`config.mk`:
```
export PLATFORM = sky130hd
export DESIGN_NAME = gcode_line_tokenizer_top
export DESIGN_NICKNAME = d
export VERILOG_FILES = /design/src/rtl/core/gclt_pkg.sv /design/src/rtl/core/gclt_step.sv /design/src/rtl/core/gclt_rbuf.sv /design/src/rtl/core/gcode_line_tokenizer_top.sv
export SDC_FILE = /design/constraint.sdc
export NUM_CORES = 1
export LEC_CHECK = 0
export ABC_AREA = 1
export BUFFER_PORTS_ARGS = -buffer_cell sky130_fd_sc_hd__clkbuf_2
export CORE_ASPECT_RATIO = 0.6
export CORE_MARGIN = 1
export CORE_UTILIZATION = 40
export DETAILED_ROUTE_END_ITERATION = 16
export GPL_ROUTABILITY_DRIVEN = 0
export SETUP_SLACK_MARGIN = 0.15
export SYNTH_ARGS = -nofsm -noshare
export SYNTH_HDL_FRONTEND = slang
export SYNTH_SLANG_ARGS = --single-unit
```
`constraint.sdc`:
```
create_clock -name i_clk -period 10.3 [get_ports i_clk]
set_clock_uncertainty 0.05 [all_clocks]
set_input_delay 0 -clock i_clk [delete_from_list [all_inputs] [get_ports i_clk]]
set_output_delay 0 -clock i_clk [all_outputs]
set_load 0.05 [all_outputs]
```
`src/rtl/core/gclt_pkg.sv`:
```
`timescale 1ns / 1ps
`default_nettype none

package gclt_pkg;

    // fraction digits kept after the dot
    localparam int MAX_FRACTION_DIGITS = 4;
    localparam logic [2:0] DEXP_LIMIT = 3'(MAX_FRACTION_DIGITS + 1);

    // letter codes
    localparam logic [3:0] NO_LETTER   = 4'd12;
    localparam logic [3:0] STAR_LETTER = 4'd11;

    // result kinds
    localparam logic [1:0] KIND_PARAM = 2'd0;
    localparam logic [1:0] KIND_END   = 2'd1;
    localparam logic [1:0] KIND_ERROR = 2'd2;

    // special bytes
    localparam logic [7:0] CH_STAR  = 8'h2A;
    localparam logic [7:0] CH_MINUS = 8'h2D;
    localparam logic [7:0] CH_DOT   = 8'h2E;
    localparam logic [7:0] CH_SEMI  = 8'h3B;
    localparam logic [7:0] CH_OPEN  = 8'h28;
    localparam logic [7:0] CH_CLOSE = 8'h29;
    localparam logic [7:0] CH_SPACE = 8'h20;
    localparam logic [7:0] CH_TAB   = 8'h09;
    localparam logic [7:0] CH_CR    = 8'h0D;
    localparam logic [7:0] CH_LF    = 8'h0A;
    localparam logic [7:0] CASE_FOLD_MASK = 8'hDF;

    typedef enum logic [1:0] {
        MODE_LETTER  = 2'd0,
        MODE_NUMBER  = 2'd1,
        MODE_SEMI    = 2'd2,
        MODE_BRACKET = 2'd3
    } t_mode;

    typedef enum logic [3:0] {
        TOK_CHAR, TOK_DIGIT, TOK_SPACE, TOK_EOL, TOK_SIGN,
        TOK_DOT, TOK_SEMI, TOK_OPEN, TOK_CLOSE, TOK_BAD
    } t_tok;

    // tokenizer state carried between bytes
    typedef struct packed {
        t_mode       mode;
        logic [3:0]  cur_letter;
        logic [31:0] digit_acc;
        logic [2:0]  dot_exp;
        logic        minus_seen;
        logic [11:0] letters_seen;
        logic [7:0]  xor_sum;
    } t_state;

    // one result word
    typedef struct packed {
        logic [1:0]  kind;
        logic [3:0]  letter_code;
        logic [31:0] mantissa;
        logic [2:0]  exponent;
        logic        negative;
        logic [11:0] seen_mask;
        logic [7:0]  line_checksum;
        logic        last;
    } t_result;

    // byte class of an uppercase-folded byte
    function automatic t_tok classify(input logic [7:0] c);
        t_tok t;
        case (c) inside
            ["A":"Z"], CH_STAR: t = TOK_CHAR;
            ["0":"9"]:          t = TOK_DIGIT;
            CH_SPACE, CH_TAB:   t = TOK_SPACE;
            CH_CR, CH_LF:       t = TOK_EOL;
            CH_MINUS:           t = TOK_SIGN;
            CH_DOT:             t = TOK_DOT;
            CH_SEMI:            t = TOK_SEMI;
            CH_OPEN:            t = TOK_OPEN;
            CH_CLOSE:           t = TOK_CLOSE;
            default:            t = TOK_BAD;
        endcase
        return t;
    endfunction

    // parameter letter to code, no letter when unknown
    function automatic logic [3:0] letter_of(input logic [7:0] c);
        logic [3:0] code;
        case (c)
            "G":     code = 4'd0;
            "M":     code = 4'd1;
            "X":     code = 4'd2;
            "Y":     code = 4'd3;
            "Z":     code = 4'd4;
            "E":     code = 4'd5;
            "F":     code = 4'd6;
            "S":     code = 4'd7;
            "P":     code = 4'd8;
            "T":     code = 4'd9;
            "N":     code = 4'd10;
            CH_STAR: code = STAR_LETTER;
            default: code = NO_LETTER;
        endcase
        return code;
    endfunction

endpackage

`default_nettype wire

```
`src/rtl/core/gclt_step.sv`:
```
`timescale 1ns / 1ps
`default_nettype none

module gclt_step (
    input  wire  logic [7:0]       i_char,
    input  wire  gclt_pkg::t_state i_state,
    output       gclt_pkg::t_state o_state,
    output       gclt_pkg::t_result o_res0,
    output       gclt_pkg::t_result o_res1,
    output       logic [1:0]       o_count
);

    logic [7:0]        c;
    gclt_pkg::t_tok    tok;
    logic [3:0]        code;
    logic              emit;
    gclt_pkg::t_result first;
    gclt_pkg::t_result err_res;
    gclt_pkg::t_result end_res;
    logic              ended;
    gclt_pkg::t_state  nxt;

    always_comb begin
        // fold lowercase and classify
        c = i_char;
        if (i_char inside {["a":"z"]}) begin
            c = i_char & gclt_pkg::CASE_FOLD_MASK;
        end
        tok  = gclt_pkg::classify(c);
        code = gclt_pkg::letter_of(c);

        nxt   = i_state;
        emit  = 1'b0;
        ended = 1'b0;

        err_res             = '0;
        err_res.kind        = gclt_pkg::KIND_ERROR;
        err_res.letter_code = gclt_pkg::NO_LETTER;
        first               = err_res;

        // mode handling
        case (i_state.mode)
            gclt_pkg::MODE_NUMBER: begin
                case (tok)
                    gclt_pkg::TOK_DIGIT: begin
                        if (i_state.dot_exp < gclt_pkg::DEXP_LIMIT) begin
                            nxt.digit_acc = (i_state.digit_acc << 3)
                                          + (i_state.digit_acc << 1)
                                          + {28'd0, c[3:0]};
                            if (i_state.dot_exp != 3'd0) begin
                                nxt.dot_exp = i_state.dot_exp + 3'd1;
                            end
                        end
                    end
                    gclt_pkg::TOK_SIGN: begin
                        nxt.minus_seen = 1'b1;
                        nxt.dot_exp    = 3'd0;
                        nxt.digit_acc  = '0;
                    end
                    gclt_pkg::TOK_DOT: begin
                        if (i_state.dot_exp == 3'd0) begin
                            nxt.dot_exp = 3'd1;
                        end
                    end
                    gclt_pkg::TOK_SPACE, gclt_pkg::TOK_EOL: begin
                        emit                = 1'b1;
                        first               = '0;
                        first.kind          = gclt_pkg::KIND_PARAM;
                        first.letter_code   = i_state.cur_letter;
                        first.mantissa      = i_state.digit_acc;
                        first.exponent      = i_state.dot_exp;
                        first.negative      = i_state.minus_seen;
                        nxt.mode            = gclt_pkg::MODE_LETTER;
                        nxt.cur_letter      = gclt_pkg::NO_LETTER;
                    end
                    default: begin
                        emit = 1'b1;
                    end
                endcase
                ended = (tok == gclt_pkg::TOK_EOL);
            end
            gclt_pkg::MODE_LETTER: begin
                case (tok)
                    gclt_pkg::TOK_SEMI:  nxt.mode = gclt_pkg::MODE_SEMI;
                    gclt_pkg::TOK_OPEN:  nxt.mode = gclt_pkg::MODE_BRACKET;
                    gclt_pkg::TOK_SPACE: ;
                    gclt_pkg::TOK_CHAR: begin
                        nxt.cur_letter = code;
                        if (code == gclt_pkg::NO_LETTER) begin
                            emit = 1'b1;
                        end else begin
                            nxt.mode         = gclt_pkg::MODE_NUMBER;
                            nxt.digit_acc    = '0;
                            nxt.dot_exp      = 3'd0;
                            nxt.minus_seen   = 1'b0;
                            nxt.letters_seen = i_state.letters_seen | (12'd1 << code);
                        end
                    end
                    gclt_pkg::TOK_EOL: ended = 1'b1;
                    default:           emit  = 1'b1;
                endcase
            end
            gclt_pkg::MODE_SEMI: begin
                if (tok == gclt_pkg::TOK_EOL) begin
                    nxt.mode = gclt_pkg::MODE_LETTER;
                    ended    = 1'b1;
                end
            end
            default: begin
                if (tok == gclt_pkg::TOK_CLOSE) begin
                    nxt.mode = gclt_pkg::MODE_LETTER;
                end
            end
        endcase

        // end of command word
        end_res               = '0;
        end_res.kind          = gclt_pkg::KIND_END;
        end_res.letter_code   = gclt_pkg::NO_LETTER;
        end_res.seen_mask     = nxt.letters_seen;
        end_res.line_checksum = i_state.xor_sum;
        end_res.last          = 1'b1;

        // checksum and mask update
        if (ended) begin
            nxt.letters_seen = '0;
            nxt.xor_sum      = '0;
        end else if (nxt.cur_letter != gclt_pkg::STAR_LETTER) begin
            nxt.xor_sum = i_state.xor_sum ^ i_char;
        end

        // pack results in order
        o_res1 = end_res;
        if (emit) begin
            o_res0      = first;
            o_res0.last = !ended;
            o_count     = ended ? 2'd2 : 2'd1;
        end else begin
            o_res0  = end_res;
            o_count = ended ? 2'd1 : 2'd0;
        end
        o_state = nxt;
    end

endmodule

`default_nettype wire

```
`src/rtl/core/gclt_rbuf.sv`:
```
`timescale 1ns / 1ps
`default_nettype none

module gclt_rbuf (
    input  wire  logic              i_clk,
    input  wire  logic              i_rst_n,
    input  wire  logic              i_load,
    input  wire  gclt_pkg::t_result i_res0,
    input  wire  gclt_pkg::t_result i_res1,
    input  wire  logic [1:0]        i_count,
    input  wire  logic              i_stall,
    output       logic              o_free,
    output       logic              o_valid,
    output       gclt_pkg::t_result o_res
);

    gclt_pkg::t_result r_res [2];
    logic [1:0]        r_cnt;
    logic              r_idx;
    logic              take;
    logic              at_end;

    assign o_valid = (r_cnt != 2'd0);
    assign take    = o_valid && !i_stall;
    assign at_end  = ({1'b0, r_idx} + 2'd1 == r_cnt);
    assign o_free  = (r_cnt == 2'd0) || (take && at_end);
    assign o_res   = r_res[r_idx];

    // word count and read pointer
    always_ff @(posedge i_clk) begin
        if (!i_rst_n) begin
            r_cnt <= 2'd0;
            r_idx <= 1'b0;
        end else if (i_load) begin
            r_cnt <= i_count;
            r_idx <= 1'b0;
        end else if (take) begin
            if (at_end) begin
                r_cnt <= 2'd0;
            end else begin
                r_idx <= 1'b1;
            end
        end
    end

    // result words
    always_ff @(posedge i_clk) begin
        if (i_load) begin
            r_res[0] <= i_res0;
            r_res[1] <= i_res1;
        end
    end

endmodule

`default_nettype wire

```
`src/rtl/core/gcode_line_tokenizer_top.sv`:
```
`timescale 1ns / 1ps
`default_nettype none

// each accepted byte is registered at the input, and its result words in the result buffer
// throughput: one byte per cycle while the receiver does not stall; a byte giving two
// words (line end inside a number) holds the input while the result buffer drains
// reset: synchronous active low, clears mode, letter, accumulators, mask,
// checksum and all valid flags

module gcode_line_tokenizer_top (
    input  wire  logic        i_clk,
    input  wire  logic        i_rst_n,
    input  wire  logic        i_valid,
    output       logic        o_stall,
    input  wire  logic [7:0]  i_char_in,
    output       logic        o_valid,
    input  wire  logic        i_stall,
    output       logic [1:0]  o_kind,
    output       logic [3:0]  o_letter_code,
    output       logic [31:0] o_mantissa,
    output       logic [2:0]  o_exponent,
    output       logic        o_negative,
    output       logic [11:0] o_seen_mask,
    output       logic [7:0]  o_line_checksum,
    output       logic        o_last
);

    logic              r_in_valid;
    logic [7:0]        r_in_char;
    gclt_pkg::t_state  r_state;
    gclt_pkg::t_state  n_state;
    gclt_pkg::t_result res0;
    gclt_pkg::t_result res1;
    gclt_pkg::t_result out_res;
    logic [1:0]        count;
    logic              buf_free;
    logic              consume;

    assign consume = r_in_valid && buf_free;
    assign o_stall = r_in_valid && !buf_free;

    // input register
    always_ff @(posedge i_clk) begin
        if (!i_rst_n) begin
            r_in_valid <= 1'b0;
        end else if (!o_stall) begin
            r_in_valid <= i_valid;
        end
    end

    always_ff @(posedge i_clk) begin
        if (i_valid && !o_stall) begin
            r_in_char <= i_char_in;
        end
    end

    // tokenizer state
    always_ff @(posedge i_clk) begin
        if (!i_rst_n) begin
            r_state <= '{mode:         gclt_pkg::MODE_LETTER,
                         cur_letter:   gclt_pkg::NO_LETTER,
                         digit_acc:    32'd0,
                         dot_exp:      3'd0,
                         minus_seen:   1'b0,
                         letters_seen: 12'd0,
                         xor_sum:      8'd0};
        end else if (consume) begin
            r_state <= n_state;
        end
    end

    gclt_step u_step (
        .i_char  (r_in_char),
        .i_state (r_state),
        .o_state (n_state),
        .o_res0  (res0),
        .o_res1  (res1),
        .o_count (count)
    );

    gclt_rbuf u_rbuf (
        .i_clk   (i_clk),
        .i_rst_n (i_rst_n),
        .i_load  (consume),
        .i_res0  (res0),
        .i_res1  (res1),
        .i_count (count),
        .i_stall (i_stall),
        .o_free  (buf_free),
        .o_valid (o_valid),
        .o_res   (out_res)
    );

    // output fields
    assign o_kind          = out_res.kind;
    assign o_letter_code   = out_res.letter_code;
    assign o_mantissa      = out_res.mantissa;
    assign o_exponent      = out_res.exponent;
    assign o_negative      = out_res.negative;
    assign o_seen_mask     = out_res.seen_mask;
    assign o_line_checksum = out_res.line_checksum;
    assign o_last          = out_res.last;

endmodule

`default_nettype wire

```
Word-level counts from Yosys, hierarchy flattened
Memories as Yosys holds them, arrays and structs flattened. A register that Yosys moved wholly into a read port is not among the register bits.
Cells that the tools add are included.
{"block": "op_classes", "n_addsub": 4, "magnitude_cmp": 7, "eq_ne": 46, "n_shift": 1, "mux": 49, "bitwise": 4, "n_reduce_logical": 39}
{"op": "$mux 63", "count": 3}
{"op": "$eq 8x7->1 const B", "count": 11}
{"op": "$pmux 40 s2", "count": 1}
{"op": "$pmux 32 s2", "count": 1}
{"op": "$eq 8x6->1 const B", "count": 7}
{"op": "$mux 52", "count": 1}
{"op": "$mux 48", "count": 1}
{"op": "$pmux 4 s12", "count": 1}
{"op": "$mux 35", "count": 1}
{"op": "$add 32x32->32", "count": 1}
{"op": "$add 32x4->32", "count": 1}
{"op": "$mux 4", "count": 8}
{"op": "$eq 8x4->1 const B", "count": 3}
{"op": "$mux 12", "count": 2}
{"op": "$eq 4x3->1 const B", "count": 4}
{"op": "$ge 8x7->1 const B", "count": 2}
{"op": "$le 8x7->1 const B", "count": 2}
{"op": "$mux 2", "count": 8}
{"op": "$mux 8", "count": 2}
{"op": "$mux 6", "count": 2}
{"op": "$ne 4x4->1 const B", "count": 3}
{"op": "$or 12x12->12", "count": 1}
{"op": "$pmux 2 s3", "count": 2}
{"op": "$reduce_and 6->1", "count": 2}
{"op": "other kinds (37)", "count": 80}
{"block": "word_totals", "regBits": 74, "ramBits": 126, "input_bits": 12, "out_inout_bits": 65, "mem_count": 1}
{"name": "u_rbuf.r_res", "words": 2, "word_bits": 63, "rd": 1, "rd_ports_with_merged_regs": 1, "wr": 2, "line_no": "gclt_rbuf.sv:17", "text": "gclt_pkg::t_result r_res [2];"}

Depth between registers and ports, before layout
{"block": "depth", "depth_word": 20, "ltp_mapped": 23, "ltp_nobuf": 23}

Hierarchy
From an unflattened synthesis, not the netlist that was laid out.
{"block": "unflattened", "hier_cells": 1500, "area_unflattened_um2": 12759.7}
{"mod": "gclt_rbuf", "instances": 1, "cells_per_inst": 222, "area_per_inst_um2": 5018.6}
{"mod": "gclt_step", "instances": 1, "cells_per_inst": 873, "area_per_inst_um2": 4948.5}
{"mod": "gcode_line_tokenizer_top", "instances": 1, "cells_per_inst": 405, "area_per_inst_um2": 2792.7}

Worst setup path after synthesis
No wires, ideal clock.
{"block": "synth_timing", "path_type": "flip-flop to flip-flop", "startpoint": "register u_rbuf.r_cnt[1]", "endpoint": "memory u_rbuf.r_res[0][0] (netlist name), enable pin", "t_arrival_ns": 3.873, "required_time_ns": 9.768, "setup_slack_ns": 5.894, "path_stages_with_launch": 10, "path_buffers": 1, "cell_sequence": "dfxtp_1 > inv_1 > nand2_1 > nand2_1 > a211oi_1 > inv_1 > nand2_1 > inv_1 > nor2_1 > buf_1"}
{"item": "from (decl)", "line_no": "gclt_rbuf.sv:18", "text": "logic [1:0] r_cnt;"}
{"item": "from (signal assigned)", "line_no": "gclt_rbuf.sv:35", "text": "r_cnt <= i_count;"}
{"item": "to (decl)", "line_no": "gclt_rbuf.sv:17"}

Worst setup path after layout
{"block": "layout_timing", "startpoint": "register r_state[60] (netlist name)", "endpoint": "register u_rbuf.r_cnt[0]"}
{"block": "layout_between", "elab_chain_cells": 6, "word_cells_on_any_way": 10, "classes_between": "eq/ne: 2; mux: 6; reduce/logical: 2"}
{"item": "from (decl)", "line_no": "gcode_line_tokenizer_top.sv:30", "text": "gclt_pkg::t_state r_state;"}
{"item": "from (signal assigned)", "line_no": "gcode_line_tokenizer_top.sv:60", "text": "r_state <= '{mode: gclt_pkg::MODE_LETTER,"}
{"item": "from (signal assigned)", "line_no": "gcode_line_tokenizer_top.sv:68", "text": "r_state <= n_state;"}
{"item": "$eq 2x2->1 or $logic_not 2->1 (tied branches)", "line_no": "gclt_step.sv:42", "text": "case (i_state.mode)"}
{"item": "$reduce_or 2->1 (no line)"}
{"item": "$pmux 1 s2", "line_no": "gclt_step.sv:42"}
{"item": "$mux 1 or $mux 2 (tied branches)", "line_no": "gclt_step.sv:140, gclt_step.sv:137"}
{"item": "$mux 2 (*)", "line_no": "gclt_step.sv:134", "text": "if (emit) begin"}
{"item": "$mux 2 (*)", "line_no": "gclt_rbuf.sv:34", "text": "end else if (i_load) begin"}
Every way passes the cells marked *; elsewhere a longest branch is shown, timed or not.
A chain may end at the register's enable or synchronous reset.

==> impl_results.md <==
- GR Overflow Total: 0
- Reg2reg end: u_rbuf.r_cnt[0]$_SDFFE_PN0P_
- Post-synthesis cell type count: 47
- DR iter-0 viols: 667
- Met3 wire len: 1950 µm
- Tcrit/Tclk final: 0.382
- Multi-input logic area: 0.00431 mm²
- Most frequent CP cell: nor2_1
- CP Buf/Inv Count: 4
- Yosys warns: 0
- Clock Sinks: 158
- Drc violations: 0
- Vias in the first global route: 7061
- Post-route ant nets: 0
- Post-CTS resize count: 0
- First-pass GRT wire length: 38200 µm
- Register area share after synthesis: 0.441
- Routed vias: 7803
- Met1 wire length: 13300 µm
- Switch Pwr: 0.418 mW
- Num CTS Buffers: 17
- CP top delay family: simple AND/OR/NAND/NOR gates
- Share of the synthesized area in the top cell type: 0.296
- Number of flops mapped to enable cells by yosys: 91
- Top routing layer in use: met4
- Final min period: 3.93 ns
- DRT Pass-1 Iters: 5
- Worst path required time: 10.58 ns
- Worst setup EP type: register
- Commonest non-fill, non-tap cells in the layout: nand2_1, nor2_1, inv_1, a21oi_1, edfxtp_1
- Outcome: completed
- Worst-Skew Late Latency: 0.45 ns
- GRT Total Usage: 0.209
- Die ar.: 0.0237 mm²
- Slew HR: 0.380
- Fin nets: 1342
- Critical path's largest stage delay: 0.77 ns
- Sw frac: 0.277
- Count of input and output buffers: 76
- Worst-path cell chain: inv_1, nor2_1, inv_1, nor2_1, inv_1, nor2_1, nand2_1, o21ai_1, nor2_1, inv_2, ha_1, nand2_1, o21ai_0
- Final count of hold timing violations: 0
- Crit path max fanout: 24
- Fraction of registers with async set/reset: 0
- Synth Cell Area: 0.00924 mm²
- Clk pwr share: 0.418
- Syn Nets: 1271
- Synth Instances: 1196
- Area growth, synth to finish: 14.2%
- H-tree levels: 4
- Tot Pwr: 1.51 mW
- Hold EP: r_in_char[4]$_DFFE_PP_
- Root Buffer: clkbuf_16
- Core footprint: 0.0223 mm²
- Synth area leader: edfxtp_1
- Max Transition Viols Final: 0
- RSZ-0062 raised after global routing: no
- Startpoint Class: register
- Drt via density: 4.91
- Max Cap Viol: 0
- Cell Rows: 42
- # diodes: 0
- Crit Path Category: reg -> reg
- IO Pins: 77
- Combinational Power Share: 0.111
- Synth area leaders: edfxtp_1, dfxtp_1, nand2_1
- Avg WL per Cell: 14.8 µm
- Hold WC Path Type: in -> reg
- Max Root-Sink Buffers: 2
- Routed WL: 23500 µm
- Final Util: 0.473
- Fmax: 254 MHz
- Layout fillers: 2289
- PD cells: 143 mW/mm²
- Commonest non-fill, non-tap cell in the layout: nand2_1
- # setup viols final: 0
- Largest net degree at the start of global routing: 71
- Min-delay src: i_char_in[4]
- Layout cells sized above 1: 0.115
- Worst r2r path cells: 13
- Yosys reg bits: 158
- Worst R2R Start: r_state[60]$_SDFFE_PN0P_
- Internal reg-to-reg setup slack: 6.37 ns
- Most used DFF post-synth: edfxtp_1
- Register area: 0.00408 mm²
- Sequential fraction of design power: 0.471
- Leakage power: 4.59 nW
- Initial antenna violation count: 0
- Setup TNS: 0 ns
- Hold depth: 2
- Worst IR Drop VDD: 0.115 mV
- Crit-path slowest cell: nor2_1
- Met2 wire length: 7990 µm
- Int Power: 1.09 mW
- Starting Density: 0.414
- Least-Margin Pin Slew: 0.927 ns
- Dpl hpwl: 17200 µm
- Clock transition at the registers of the reported paths: 0.06 ns
- Die height: 120 µm
- Avg Inst Size Synth: 7.73 µm²
- Crit path DAT: 4.21 ns
- CTS tree: yes
- Die Wd: 198 µm
power by group through the flow:
stage                     Sequential (mW)  Combinational (mW)  Clock, mW
after CTS                           0.709               0.169      0.644
after floorplan                     0.717               0.130          0
after global routing                0.712               0.186      0.669
final                               0.710               0.168      0.631
after detailed placement            0.723               0.165          0
after global placement              0.722               0.163          0
state kept, by name (all words and copies together) (netlist names), named ones only:
register      cells
r_in_char         8
r_state          62
u_rbuf.r_res     83
u_rbuf.r_cnt      2
u_rbuf.r_idx      1
r_in_valid        1
layout make-up:
cell class / instances / share of cell area
Multi-Input combinational cell: 818 / 0.408
Clock buffer: 17 / 0.0403
Clock inverter: 15 / 0.0153
Inverter: 180 / 0.0640
Sequential cell: 158 / 0.386
Tap cell: 308 / 0.0365
Timing Repair Buffer: 92 / 0.0500
Yosys cell counts (4+ instances only):
cell type  number
a21oi_1        96
a31oi_1         9
buf_2           5
buf_6           4
clkbuf_1       28
dfxtp_1        67
edfxtp_1       91
ha_1           61
inv_1         172
inv_2           8
nand2_1       247
nand2_2         8
nand3_1        54
nand4_1        16
nor2_1        193
nor3_1         27
o21ai_0        34
o22ai_1         4
or2_2           6
xnor2_1        19
xor2_1          7
cells by family after synthesis:
kind of cell,after synthesis,share of synthesized area
AOI/OAI and AO/OA,163,0.0965
and+or+nand+nor,566,0.257
DFF,158,0.441
xor gates and xnor gates,26,0.0246
buffers and inverters,220,0.0941
adders and majority gates,63,0.0869
worst max path at each step:
| stage | start | to | slack [ns] | cells after the start |
|---|---|---|---|---|
| after floorplan | u_rbuf.r_cnt[1]$_SDFFE_PN0P_ | u_rbuf.r_res[0][0]$_SDFFCE_PN1P_ | 5.89 | 9 |
| after global placement | r_state[60]$_SDFFE_PN0P_ | u_rbuf.r_cnt[0]$_SDFFE_PN0P_ | 6.58 | 13 |
| after detailed placement | r_state[60]$_SDFFE_PN0P_ | u_rbuf.r_cnt[0]$_SDFFE_PN0P_ | 6.38 | 13 |
| after CTS | r_state[60]$_SDFFE_PN0P_ | u_rbuf.r_cnt[0]$_SDFFE_PN0P_ | 6.36 | 13 |
| after global routing | r_state[60]$_SDFFE_PN0P_ | u_rbuf.r_cnt[0]$_SDFFE_PN0P_ | 5.90 | 13 |
| final | r_state[60]$_SDFFE_PN0P_ | u_rbuf.r_cnt[0]$_SDFFE_PN0P_ | 6.37 | 13 |
layer usage:
metal | track usage | vias up
met1 | 0.352 | 3540
li1 | - | 4019
met5 | 0 | -
met4 | 0.0514 | 0
met2 | 0.241 | 225
met3 | 0.0610 | 19
per-stage QoR:
| stage | cell area (µm²) | setup slack (ns) | cells | hold slack, ns |
|---|---|---|---|---|
| 2_1_floorplan | 9240 | 5.89 | 1196 | 0.0489 |
| 3_3_place_gp | 9860 | 6.58 | 1545 | 0.128 |
| 3_5_place_dp | 9860 | 6.38 | 1545 | 0.129 |
| 4_1_cts | 10600 | 6.36 | 1588 | 0.200 |
| 5_1_grt | 10600 | 5.90 | 1588 | 0.215 |
| 6_report | 10600 | 6.37 | 1588 | 0.228 |
timing repair:
| item | in CTS | in global routing |
|---|---|---|
| endpoints found under the hold margin | 16 | 0 |
| endpoints found under the setup margin | 0 | 0 |
| hold buffers | 11 | 0 |
| setup buffers | 0 | 0 |
Power figures use the tool's default switching activity.
